<file path="src/design/tapq_pkg.sv">
// Shared types and codes for the task admission priority queue.
package tapq_pkg;

    localparam int unsigned RUN_WIDTH      = 8;
    localparam int unsigned LIMIT_WIDTH    = 5;
    localparam int unsigned CFG_DATA_WIDTH = 8;
    localparam int unsigned STATUS_WIDTH   = 2;

    localparam logic [RUN_WIDTH-1:0]   MAX_RUNNING_RST = RUN_WIDTH'(4);
    localparam logic [LIMIT_WIDTH-1:0] QUEUE_LIMIT_RST = LIMIT_WIDTH'(16);

    localparam int unsigned QUEUE_DEPTH_DEF = 16;
    localparam int unsigned TAG_WIDTH_DEF   = 16;
    localparam int unsigned PRIO_WIDTH_DEF  = 8;

    localparam logic CMD_SUBMIT = 1'b0;
    localparam logic CMD_FINISH = 1'b1;

    localparam logic [0:0] REG_MAX_RUNNING = 1'b0;
    localparam logic [0:0] REG_QUEUE_LIMIT = 1'b1;

    localparam logic [STATUS_WIDTH-1:0] ST_STARTED  = 2'd0;
    localparam logic [STATUS_WIDTH-1:0] ST_QUEUED   = 2'd1;
    localparam logic [STATUS_WIDTH-1:0] ST_DROPPED  = 2'd2;
    localparam logic [STATUS_WIDTH-1:0] ST_FINISHED = 2'd3;

    // Operation broadcast to every cell of the wait queue
    typedef enum logic [1:0] {
        CELL_HOLD,
        CELL_INSERT,
        CELL_POP,
        CELL_REINSERT
    } t_cell_op;

    typedef struct packed {
        t_cell_op op;
    } t_cell_ctrl;

endpackage

</file>
<file path="src/design/tapq_cell.sv">
// One slot of the sorted wait queue: holds a tag and priority, trades with its neighbours.
module tapq_cell
    import tapq_pkg::*;
#(
    parameter int unsigned TAG_WIDTH  = TAG_WIDTH_DEF,
    parameter int unsigned PRIO_WIDTH = PRIO_WIDTH_DEF,
    parameter int unsigned CNT_WIDTH  = 5,
    parameter int unsigned CELL_IDX   = 0
) (
    input  logic                  i_clk,
    input  t_cell_ctrl            i_ctrl,
    input  logic [TAG_WIDTH-1:0]  i_key_tag,
    input  logic [PRIO_WIDTH-1:0] i_key_prio,
    input  logic [CNT_WIDTH-1:0]  i_count,
    input  logic                  i_left_le,
    input  logic [TAG_WIDTH-1:0]  i_left_tag,
    input  logic [PRIO_WIDTH-1:0] i_left_prio,
    input  logic                  i_right_le,
    input  logic [TAG_WIDTH-1:0]  i_right_tag,
    input  logic [PRIO_WIDTH-1:0] i_right_prio,
    output logic                  o_le,
    output logic [TAG_WIDTH-1:0]  o_tag,
    output logic [PRIO_WIDTH-1:0] o_prio
);

    logic [TAG_WIDTH-1:0]  r_tag;
    logic [PRIO_WIDTH-1:0] r_prio;
    logic [TAG_WIDTH-1:0]  n_tag;
    logic [PRIO_WIDTH-1:0] n_prio;
    logic                  w_occ;

    assign w_occ = CNT_WIDTH'(CELL_IDX) < i_count;
    // occupied and ordered at or before the key: the key goes behind this slot
    assign o_le   = w_occ && (r_prio <= i_key_prio);
    assign o_tag  = r_tag;
    assign o_prio = r_prio;

    always_comb begin
        n_tag  = r_tag;
        n_prio = r_prio;
        case (i_ctrl.op)
            CELL_INSERT: begin
                if (!o_le) begin
                    if (i_left_le) begin
                        n_tag  = i_key_tag;
                        n_prio = i_key_prio;
                    end else begin
                        n_tag  = i_left_tag;
                        n_prio = i_left_prio;
                    end
                end
            end
            CELL_POP: begin
                n_tag  = i_right_tag;
                n_prio = i_right_prio;
            end
            CELL_REINSERT: begin
                // head leaves and re-enters behind its equals in one go
                if (i_right_le) begin
                    n_tag  = i_right_tag;
                    n_prio = i_right_prio;
                end else if (o_le) begin
                    n_tag  = i_key_tag;
                    n_prio = i_key_prio;
                end
            end
            default: begin
            end
        endcase
    end

    always_ff @(posedge i_clk) begin
        r_tag  <= n_tag;
        r_prio <= n_prio;
    end

endmodule

</file>
<file path="src/design/task_admission_priority_queue_unit.sv">
// Top level: admission control, running count and the chain of queue cells.
//
// Task admission dispatcher. Items arrive on the input channel
// (i_in_valid / o_in_ready) carrying a command, a task tag and a priority:
// a submit starts the task while fewer than max_running run, else queues it
// in priority order (smallest first, stable), else drops it when the queue
// is at its limit. A finish lowers the running count and re-offers the
// queue head, which starts or goes straight back in behind its equals.
// Each item gives one result on the output channel (o_out_valid /
// i_out_ready), registered: it appears the cycle after the item is taken.
// One item is taken per cycle while the receiver keeps up; every queue cell
// shifts, inserts or holds in the same cycle, so no insert or pop walks the chain.
// While a result waits, a new item is taken only in the cycle that result
// leaves, so a stalled receiver holds the block with one result pending.
// Configuration writes (i_cfg_we, i_cfg_idx, i_cfg_data) apply at once.
// Synchronous active-low reset empties the queue, zeroes the running count
// and loads max_running 4 and queue_limit 16; no clearing pass is needed.
module task_admission_priority_queue_unit
    import tapq_pkg::*;
#(
    parameter int unsigned QUEUE_DEPTH = QUEUE_DEPTH_DEF,
    parameter int unsigned TAG_WIDTH   = TAG_WIDTH_DEF,
    parameter int unsigned PRIO_WIDTH  = PRIO_WIDTH_DEF,
    localparam int unsigned CNT_WIDTH  = $clog2(QUEUE_DEPTH + 1)
) (
    input  logic                      i_clk,
    input  logic                      i_rst_n,
    input  logic                      i_cfg_we,
    input  logic [0:0]                i_cfg_idx,
    input  logic [CFG_DATA_WIDTH-1:0] i_cfg_data,
    input  logic                      i_in_valid,
    output logic                      o_in_ready,
    input  logic                      i_cmd,
    input  logic [TAG_WIDTH-1:0]      i_task_tag,
    input  logic [PRIO_WIDTH-1:0]     i_priority_req,
    output logic                      o_out_valid,
    input  logic                      i_out_ready,
    output logic [STATUS_WIDTH-1:0]   o_status,
    output logic                      o_launch_valid,
    output logic [TAG_WIDTH-1:0]      o_launch_tag,
    output logic [RUN_WIDTH-1:0]      o_running_count,
    output logic [CNT_WIDTH-1:0]      o_queue_length
);

    logic [RUN_WIDTH-1:0]   r_max_running;
    logic [LIMIT_WIDTH-1:0] r_queue_limit;
    logic [RUN_WIDTH-1:0]   r_running;
    logic [RUN_WIDTH-1:0]   n_running;
    logic [CNT_WIDTH-1:0]   r_count;
    logic [CNT_WIDTH-1:0]   n_count;
    logic                   r_out_valid;

    logic [STATUS_WIDTH-1:0] r_status, n_status;
    logic                    r_launch_valid, n_launch_valid;
    logic [TAG_WIDTH-1:0]    r_launch_tag, n_launch_tag;

    logic                   w_accept;
    logic [RUN_WIDTH-1:0]   w_run_dec;
    logic                   w_room;
    t_cell_ctrl             w_ctrl;
    logic [TAG_WIDTH-1:0]   w_key_tag;
    logic [PRIO_WIDTH-1:0]  w_key_prio;

    logic                   w_le   [QUEUE_DEPTH];
    logic [TAG_WIDTH-1:0]   w_tag  [QUEUE_DEPTH];
    logic [PRIO_WIDTH-1:0]  w_prio [QUEUE_DEPTH];

    assign o_in_ready = !r_out_valid || i_out_ready;
    assign w_accept   = i_in_valid && o_in_ready;
    assign w_run_dec  = (r_running != '0) ? r_running - RUN_WIDTH'(1) : '0;

    // limit above the depth acts as the depth
    assign w_room = (r_count < CNT_WIDTH'(QUEUE_DEPTH)) &&
        ((CNT_WIDTH + LIMIT_WIDTH)'(r_count) < (CNT_WIDTH + LIMIT_WIDTH)'(r_queue_limit));

    assign w_key_tag  = (i_cmd == CMD_SUBMIT) ? i_task_tag     : w_tag[0];
    assign w_key_prio = (i_cmd == CMD_SUBMIT) ? i_priority_req : w_prio[0];

    always_comb begin
        w_ctrl.op      = CELL_HOLD;
        n_running      = r_running;
        n_count        = r_count;
        n_status       = ST_FINISHED;
        n_launch_valid = 1'b0;
        n_launch_tag   = '0;
        if (i_cmd == CMD_SUBMIT) begin
            if (r_running < r_max_running) begin
                n_running      = r_running + RUN_WIDTH'(1);
                n_status       = ST_STARTED;
                n_launch_valid = 1'b1;
                n_launch_tag   = i_task_tag;
            end else if (w_room) begin
                w_ctrl.op = CELL_INSERT;
                n_count   = r_count + CNT_WIDTH'(1);
                n_status  = ST_QUEUED;
            end else begin
                n_status = ST_DROPPED;
            end
        end else begin
            n_running = w_run_dec;
            if (r_count != '0) begin
                if (w_run_dec < r_max_running) begin
                    w_ctrl.op      = CELL_POP;
                    n_count        = r_count - CNT_WIDTH'(1);
                    n_running      = w_run_dec + RUN_WIDTH'(1);
                    n_launch_valid = 1'b1;
                    n_launch_tag   = w_tag[0];
                end else begin
                    w_ctrl.op = CELL_REINSERT;
                end
            end
        end
        if (!w_accept) begin
            w_ctrl.op = CELL_HOLD;
        end
    end

    genvar g;
    generate
        for (g = 0; g < QUEUE_DEPTH; g++) begin : g_cell
            logic                  w_l_le;
            logic [TAG_WIDTH-1:0]  w_l_tag;
            logic [PRIO_WIDTH-1:0] w_l_prio;
            logic                  w_r_le;
            logic [TAG_WIDTH-1:0]  w_r_tag;
            logic [PRIO_WIDTH-1:0] w_r_prio;

            if (g == 0) begin : g_first
                assign w_l_le   = 1'b1;
                assign w_l_tag  = w_key_tag;
                assign w_l_prio = w_key_prio;
            end else begin : g_mid_l
                assign w_l_le   = w_le[g-1];
                assign w_l_tag  = w_tag[g-1];
                assign w_l_prio = w_prio[g-1];
            end

            if (g == QUEUE_DEPTH - 1) begin : g_last
                assign w_r_le   = 1'b0;
                assign w_r_tag  = w_tag[g];
                assign w_r_prio = w_prio[g];
            end else begin : g_mid_r
                assign w_r_le   = w_le[g+1];
                assign w_r_tag  = w_tag[g+1];
                assign w_r_prio = w_prio[g+1];
            end

            tapq_cell #(
                .TAG_WIDTH  (TAG_WIDTH),
                .PRIO_WIDTH (PRIO_WIDTH),
                .CNT_WIDTH  (CNT_WIDTH),
                .CELL_IDX   (g)
            ) u_cell (
                .i_clk        (i_clk),
                .i_ctrl       (w_ctrl),
                .i_key_tag    (w_key_tag),
                .i_key_prio   (w_key_prio),
                .i_count      (r_count),
                .i_left_le    (w_l_le),
                .i_left_tag   (w_l_tag),
                .i_left_prio  (w_l_prio),
                .i_right_le   (w_r_le),
                .i_right_tag  (w_r_tag),
                .i_right_prio (w_r_prio),
                .o_le         (w_le[g]),
                .o_tag        (w_tag[g]),
                .o_prio       (w_prio[g])
            );
        end
    endgenerate

    always_ff @(posedge i_clk) begin
        if (!i_rst_n) begin
            r_max_running <= MAX_RUNNING_RST;
            r_queue_limit <= QUEUE_LIMIT_RST;
        end else if (i_cfg_we) begin
            unique case (i_cfg_idx)
                REG_MAX_RUNNING: r_max_running <= i_cfg_data;
                REG_QUEUE_LIMIT: r_queue_limit <= i_cfg_data[LIMIT_WIDTH-1:0];
            endcase
        end
    end

    always_ff @(posedge i_clk) begin
        if (!i_rst_n) begin
            r_running   <= '0;
            r_count     <= '0;
            r_out_valid <= 1'b0;
        end else begin
            if (w_accept) begin
                r_running   <= n_running;
                r_count     <= n_count;
                r_out_valid <= 1'b1;
            end else if (i_out_ready) begin
                r_out_valid <= 1'b0;
            end
        end
    end

    always_ff @(posedge i_clk) begin
        if (w_accept) begin
            r_status       <= n_status;
            r_launch_valid <= n_launch_valid;
            r_launch_tag   <= n_launch_tag;
        end
    end

    assign o_out_valid     = r_out_valid;
    assign o_status        = r_status;
    assign o_launch_valid  = r_launch_valid;
    assign o_launch_tag    = r_launch_tag;
    assign o_running_count = r_running;
    assign o_queue_length  = r_count;

endmodule
</file>
<file path="config.mk">
export PLATFORM = sky130hd
export DESIGN_NAME = task_admission_priority_queue_unit
export DESIGN_NICKNAME = d
export VERILOG_FILES = /design/src/design/tapq_pkg.sv /design/src/design/tapq_cell.sv /design/src/design/task_admission_priority_queue_unit.sv
export SDC_FILE = /design/constraint.sdc
export NUM_CORES = 1
export LEC_CHECK = 0
export BUFFER_PORTS_ARGS = -buffer_cell sky130_fd_sc_hd__buf_4
export CAP_MARGIN = 30
export CORE_MARGIN = 1
export CORE_UTILIZATION = 45
export DETAILED_ROUTE_END_ITERATION = 16
export HOLD_SLACK_MARGIN = 0.1
export PLACE_DENSITY = 0.61
export SYNTH_ARGS = -nofsm -noshare
export SYNTH_HDL_FRONTEND = slang
export SYNTH_SLANG_ARGS = --single-unit
</file>
<file path="constraint.sdc">
create_clock -name i_clk -period 13.05 [get_ports i_clk]
set_input_delay 0.6525 -clock i_clk [delete_from_list [all_inputs] [get_ports i_clk]]
set_output_delay 0.6525 -clock i_clk [all_outputs]
set_load 0.05 [all_outputs]
</file>
Yosys cells after proc, flatten, opt, wreduce, memory -nomap -nowiden:

Cells that the tools add are included.

* add/sub/neg operators: 5
* order comparisons: 36
* eq/ne operators: 8
* multiplexer cells: 126
* bitwise gates (word level): 1
* reductions and logical operators: 33

Operator list (number)
* one-hot mux 16 bit (3 select lines): 15
* two-way mux 16 bit: 37
* one-hot mux 8 bit (3 select lines): 15
* two-way mux 8 bit: 38
* <= comparator 8 bit: 16
* less-than comparator 4 x 5 -> 1 bit (first input constant): 8
* one-hot mux 16 bit (2 select lines): 1
* two-way mux 5 bit: 5
* less-than comparator 3 x 5 -> 1 bit (first input constant): 4
* logical AND 1 bit: 18
* adder 8 x 1 -> 8 bit (second input constant): 2
* less-than comparator 8 bit: 2
* one-hot mux 8 bit (2 select lines): 1
* less-than comparator 1 x 5 -> 1 bit (first input constant): 2
* less-than comparator 2 x 5 -> 1 bit (first input constant): 2
* two-way mux 2 bit: 5
* AND reduction 2 bit: 5
* two-way mux 1 bit: 9
* nonzero test 2 bit: 4
* nonzero test 8 bit: 1
* subtractor 8 x 1 -> 8 bit (second input constant): 1
* inequality test 2 x 1 -> 1 bit (second input constant): 3
* adder 5 x 1 -> 5 bit (second input constant): 1
* less-than comparator 5 bit: 1
* 11 further kinds: 13

* flip-flop bits (word level): 430
* bits of input ports: 39
* output and inout port bits: 34
* logic and storage cells: 249

Depth between registers and ports, before layout:

* depth after elaboration: 10
* mapped depth: 18
* mapped depth without buffers: 16

By module:

From an unflattened synthesis, not the netlist that was laid out.

* cell total of the unflattened synthesis: 2550
* area, all modules: 26071.3 µm²

By module, submodules not included
* task_admission_priority_queue_unit: times used 1, cells each 391, area each 3194.3 µm², seq. area each 1111.1 µm²
* tapq_cell at g_cell[14].u_cell: times used 1, cells each 145, area each 1507.7 µm², seq. area each 720.7 µm²
* tapq_cell at g_cell[7].u_cell: times used 1, cells each 154, area each 1496.4 µm², seq. area each 720.7 µm²
* tapq_cell at g_cell[3].u_cell: times used 1, cells each 146, area each 1485.2 µm², seq. area each 720.7 µm²
* tapq_cell at g_cell[11].u_cell: times used 1, cells each 148, area each 1473.9 µm², seq. area each 720.7 µm²
* tapq_cell at g_cell[5].u_cell: times used 1, cells each 142, area each 1441.4 µm², seq. area each 720.7 µm²
* tapq_cell at g_cell[1].u_cell: times used 1, cells each 142, area each 1436.4 µm², seq. area each 720.7 µm²
* tapq_cell at g_cell[9].u_cell: times used 1, cells each 142, area each 1430.1 µm², seq. area each 720.7 µm²
* tapq_cell at g_cell[13].u_cell: times used 1, cells each 141, area each 1425.1 µm², seq. area each 720.7 µm²
* tapq_cell at g_cell[12].u_cell: times used 1, cells each 123, area each 1422.6 µm², seq. area each 720.7 µm²
* tapq_cell at g_cell[15].u_cell: times used 1, cells each 138, area each 1417.6 µm², seq. area each 720.7 µm²
* tapq_cell at g_cell[10].u_cell: times used 1, cells each 122, area each 1410.1 µm², seq. area each 720.7 µm²
* tapq_cell at g_cell[4].u_cell: times used 1, cells each 124, area each 1396.3 µm², seq. area each 720.7 µm²
* tapq_cell at g_cell[6].u_cell: times used 1, cells each 122, area each 1395.1 µm², seq. area each 720.7 µm²
* 3 more rows

Worst setup path before layout:

OpenSTA, ideal clock, no wires.

* path type: register -> register
* start: register r_out_valid (netlist: o_out_valid)
* end: register g_cell[10].u_cell.r_prio[0], enable pin
* setup time: 2.473 ns
* arrival time: 7.977 ns
* required time: 10.577 ns
* slack: 2.599 ns
* cell stages (with the launch flop): 9
* path buffers: 4
* period minus slack after synthesis: 10.451 ns
* cell sequence: dfxtp_1 -> nand2b_1 -> and3_1 -> clkbuf_1 -> nand2_1 -> buf_4 -> clkbuf_1 -> clkbuf_1 -> nand2_1

* longest elaborated chain between the ends: 6
* elaborated cells on any way between the ends: 8
* classes of those cells: eq/ne: 3; mux: 1; reduce/logical: 4

RTL lines
* start, declared: line task_admission_priority_queue_unit.sv:51 `logic r_out_valid;`
* start signal, assigned: line task_admission_priority_queue_unit.sv:188 `r_out_valid <= 1'b0;`
* start signal, assigned: line task_admission_priority_queue_unit.sv:193 `r_out_valid <= 1'b1;`
* start signal, assigned: line task_admission_priority_queue_unit.sv:195 `r_out_valid <= 1'b0;`
* logical NOT 1 bit (*): line task_admission_priority_queue_unit.sv:68 `assign o_in_ready = !r_out_valid || i_out_ready;`
* logical OR 1 bit (*): line task_admission_priority_queue_unit.sv:68
* net o_in_ready: line task_admission_priority_queue_unit.sv:32 `output logic o_in_ready,`
* logical AND 1 bit (*): line task_admission_priority_queue_unit.sv:69 `assign w_accept = i_in_valid && o_in_ready;`
* two-way mux 2 bit (*): line task_admission_priority_queue_unit.sv:113 `if (!w_accept) begin`
* == test 2 bit (tied with other cells)
* nonzero test 3 bit (no line) (*)
* end signal, assigned: line tapq_cell.sv:74 `r_prio <= n_prio;`
* end, declared: line tapq_cell.sv:27 `logic [PRIO_WIDTH-1:0] r_prio;`

The timed path passes the listed nets; every way through them passes the cells marked *.
A chain may end at the register's enable or synchronous reset.

Final worst setup path:

* start: input i_cmd
* end: register g_cell[6].u_cell.r_prio[0] (data pin)

* longest elaborated chain between the ends: 6
* elaborated cells on any way between the ends: 17
* classes of those cells: order compare: 3; eq/ne: 3; mux: 8; reduce/logical: 3

RTL lines
* start, declared: line task_admission_priority_queue_unit.sv:33 `input logic i_cmd,`
* two-way mux 8 bit: line task_admission_priority_queue_unit.sv:77 `assign w_key_prio = (i_cmd == CMD_SUBMIT) ? i_priority_req : w_prio[0];`
* <= comparator 8 bit
* logical AND 1 bit
* two-way mux 8 bit (2 in series)
* one-hot mux 8 bit (3 select lines) (*): line tapq_cell.sv:41 `case (i_ctrl.op)`
* net g_cell[6].u_cell.n_prio[0]: line tapq_cell.sv:29 `logic [PRIO_WIDTH-1:0] n_prio;`
* end signal, assigned: line tapq_cell.sv:74
* end, declared: line tapq_cell.sv:27

Marks and branches as above.

==> results.md <==
* Status: completed
* Post-DR wirelength/cell at 25.89 um
* Crit-path cells: buf_4, buf_4, mux2_2, clkinv_1, buf_4, ha_1, a211o_1, o211ai_1, and4_1, or2_2, buf_4, nor3_1, a22oi_1, buf_4, nor2_1, nor3_1
* Arrival time worst endpoint at 6.19 ns
* Power Density at approximately 200 nW/um^2
* Slew @ Worst Pin at 1.206 ns
* # rows at 96
* Final setup vio count at 0
* Skew final at 0.02374 ns
* Die area at 70860 sq um
* Crit path time final at approximately 5.8 ns
* Hold WC Path Type: primary input to flip-flop
* Fin area at between 30000 and 40000 sq um
* Setup TNS at 0 ns
* Synthesized area at between 30000 and 40000 sq um
* Sequential-to-total area share from yosys stat at 40.25%
* PortBufs at 72
* Largest net degree at the start of global routing at between 150 and 200
* Post_cts resized at 0
* Maximum vdd ir drop at roughly 0.00019 V
* Netlist cell types at 76
* Setup bufs post-CTS at 0
* Via count at 29601
* Hold slack final at 0.2909 ns
* Slew Limit Headroom at 19.58%
* Yosys reg bits at 430
* Unrepaired setup endpoints after global routing: no
* Yosys top cell area share at slightly below 40%
* CTS tree: built
* Crit path buf inv count at 6
* Pre-CTS worst setup slack at 6.808 ns
* FF+latch area at 12640 sq um
* Clock Sinks at 430
* Hold buffers post-CTS at 0
* Ys async rst share at 0%
* Syn avg cell area at approximately 8.7 sq um
* Core Util, Final at 49.93%
* CTS Buffer Depth at 3
* Share of cells above drive strength 1 at 10.10%
* Setup WS post-layout at 7.299 ns
* Fin cells at around 4500
* Levels on crit path at 16
* # fillers at 6498
* Delay-heaviest family, CP: buffers and inverters
* Synth Net Count at ~3800
* Drt drc at 0
* Max_cap viols at 0
* Final slew viol count at 0
* Area of the multi-input gates at 17460 sq um
* GR Overflow Total at 0
* HPWL Detailed at 76920 um
* Root buf cell: clkbuf_16
* Vias in the first global route at between 20000 and 30000
* Crit-path max FO at 60
* First-pass GRT wire length at about 170000 um
* CTS clock-pin slew for the worst setup and hold paths at around 0.060 ns
* Placer congestion estimate at 0.9588
* Ys Warns at 0
* Initial Util at 45.64%
* Core footprint at 68830 sq um
* Post-DP Area at 32740 sq um
* Via-to-Cell Ratio at 6.628
* Cell accounting for the most synthesized area: edfxtp_1
* Initial antenna violation count at 4
* Pleak at around 12 nW
* Pre-antenna DRT Iters at 6
* Top_reg_cell synth: edfxtp_1
* Area grow syn2layout at 9.401%
* Clock Latency Late Sink at 0.62 ns
* IO Count at 73
* CTS buffer count at 52
* Die H at 266.2 um
* Peak Freq at 173.9 MHz
* Final hold vios at 0
* H-tree depth at 2
* Cells after synthesis at 3609
* CP startpoint kind: primary input
* Worst path most repeated cell: buf_4
* CP max stage delay at 0.69 ns
* Largest cells by area after synthesis: edfxtp_1 39%, a21oi_1 7.0%, ha_1 6.1%
* Final cycle utilization of the critical path at 44.07%
* Post-synth EDFFs at between 400 and 500
* Reg2reg path depth at 14
* Final #Nets at 3686
* Dpl cells at 4371
* Critical Path End Type: flip-flop
* Antenna-violating nets left at 0
* Hold Path Depth at 3
* WL final at 115600 um
* Critical path's slowest cell: or2_2
* Worst setup path class: primary input to flip-flop
* CP required at 13.49 ns
* Chip width at 266.2 um
* Gr usage total at 31.95%
* 1st-iter DRT viols at roughly 3400
* Tot Pwr at ~6.8 mW
synth_stat cells (5+ instances only):
master     instances
a2111oi_2          6
a211o_1           20
a211oi_1         249
a21boi_0          24
a21o_1            17
a21oi_1          437
a221oi_1          18
a221oi_2           8
a22o_1            16
a22oi_1           46
a31oi_1           19
and2_1             8
and3_1            31
buf_1             34
buf_2             64
buf_4             11
buf_6              5
clkbuf_1         211
clkinv_1           7
dfxtp_1           27
edfxtp_1         403
ha_1             153
inv_1             53
mux2_2            25
mux2i_1          150
nand2_1          325
nand2b_1          12
nand3_1           42
nand4_1           23
nor2_1           498
nor2b_1           13
nor3_1            95
o211ai_1          34
o21a_1             8
o21ai_0          222
o21ai_1            5
o221a_2           25
o221ai_1           8
o22ai_1          179
o311a_1            5
or2_2              5
xnor2_1           10
report_power, final:
group	leakage (nW)	total [mW]	internal [mW]	switching, mW
sequential	3.92	2.21	1.96	0.254
combinational	7.52	3.14	1.07	2.07
clock	0.802	1.44	0.820	0.618
layout by cell type, fill, tap and decap left out, types with 8 or more instances in the layout:
master	netlist	layout
nor2_1	498	495
a21oi_1	437	433
edfxtp_1	403	403
nand2_1	325	323
a211oi_1	249	248
o21ai_0	222	220
o22ai_1	179	179
ha_1	153	153
buf_4	11	145
mux2i_1	150	133
nor3_1	95	95
inv_1	53	53
clkbuf_16	0	53
a22oi_1	46	45
nand3_1	42	42
o211ai_1	34	34
and3_1	31	30
dfxtp_1	27	27
mux2_2	25	25
o221a_2	25	25
a21boi_0	24	24
nand4_1	23	23
a211o_1	20	20
a21o_1	17	17
a31oi_1	19	17
mux2i_2	0	16
a22o_1	16	16
a221oi_1	18	15
clkbuf_1	211	14
clkinv_1	7	13
nor2b_1	13	13
nand2b_1	12	12
xnor2_1	10	10
and2_1	8	8
o221ai_1	8	8
a221oi_2	8	8
clkinv_2	0	8
path summary, 6_finish.rpt:
| check | startpoint | end | slack [ns] |
|---|---|---|---|
| worst max-delay path | i_cmd | g_cell[6].u_cell.o_prio[0] | 7.30 |
| worst min-delay path | i_cfg_data[2] | r_max_running[2] | 0.29 |
| worst max register to register | o_running_count[0] | g_cell[3].u_cell.o_tag[14] | 7.52 |
| worst min register to register | r_max_running[6] | r_max_running[6] | 0.47 |
cell families after synthesis:
| kind of cell | count (synthesis) | share of synthesized area [%] |
|---|---|---|
| AO/OA/AOI/OAI | 1374 | 27.87 |
| XOR/XNOR | 14 | 0.3904 |
| adder cells (fa/ha/maj) | 153 | 6.095 |
| buffers and inverters | 385 | 5.107 |
| flip-flops | 430 | 40.25 |
| multiplexers | 175 | 5.676 |
| AND/OR/NAND/NOR | 1078 | 14.62 |
cell type report:
type                    instances  area share (%)
repair buffers                156           3.630
clock buffers                  74           4.293
well taps                     931           3.390
inverters                      60          0.6554
diodes                          2         0.01456
clock inverters                19          0.4260
flip-flops and latches        430           36.79
multi-input cells            2794           50.80
registers in the layout, summed over array words and instances, names as in the netlist:
register and cells:
o_launch_tag 16, o_running_count 8, o_status 2, r_max_running 8, o_queue_length 5, o_out_valid 1, g_cell.u_cell.o_tag 256, g_cell.u_cell.o_prio 128
o_launch_valid 1, r_queue_limit 5
per-layer routing:
metal	vias to the layer above	GRT usage, %	routed length, um
li1	13476	-	-
met2	1469	50.64	53210
met5	-	0	40
met4	6	15.41	5473
met3	259	6.174	10330
met1	14391	41.79	46560
worst register-to-register path, cell delays in order, from the launching register on:
cell and delay [ns]:
dfxtp_1 0.56, inv_1 0.20, ha_1 0.28, nor4b_4 0.15
and2_1 0.31, a21oi_1 0.41, ha_1 0.33, a211oi_1 0.24
a211oi_1 0.10, a311o_1 0.48, nand2_1 0.12, buf_4 0.45
nor2_1 0.37, a22oi_2 1.00, o221a_2 0.39
Note: power is estimated with default switching activity, not from simulation.
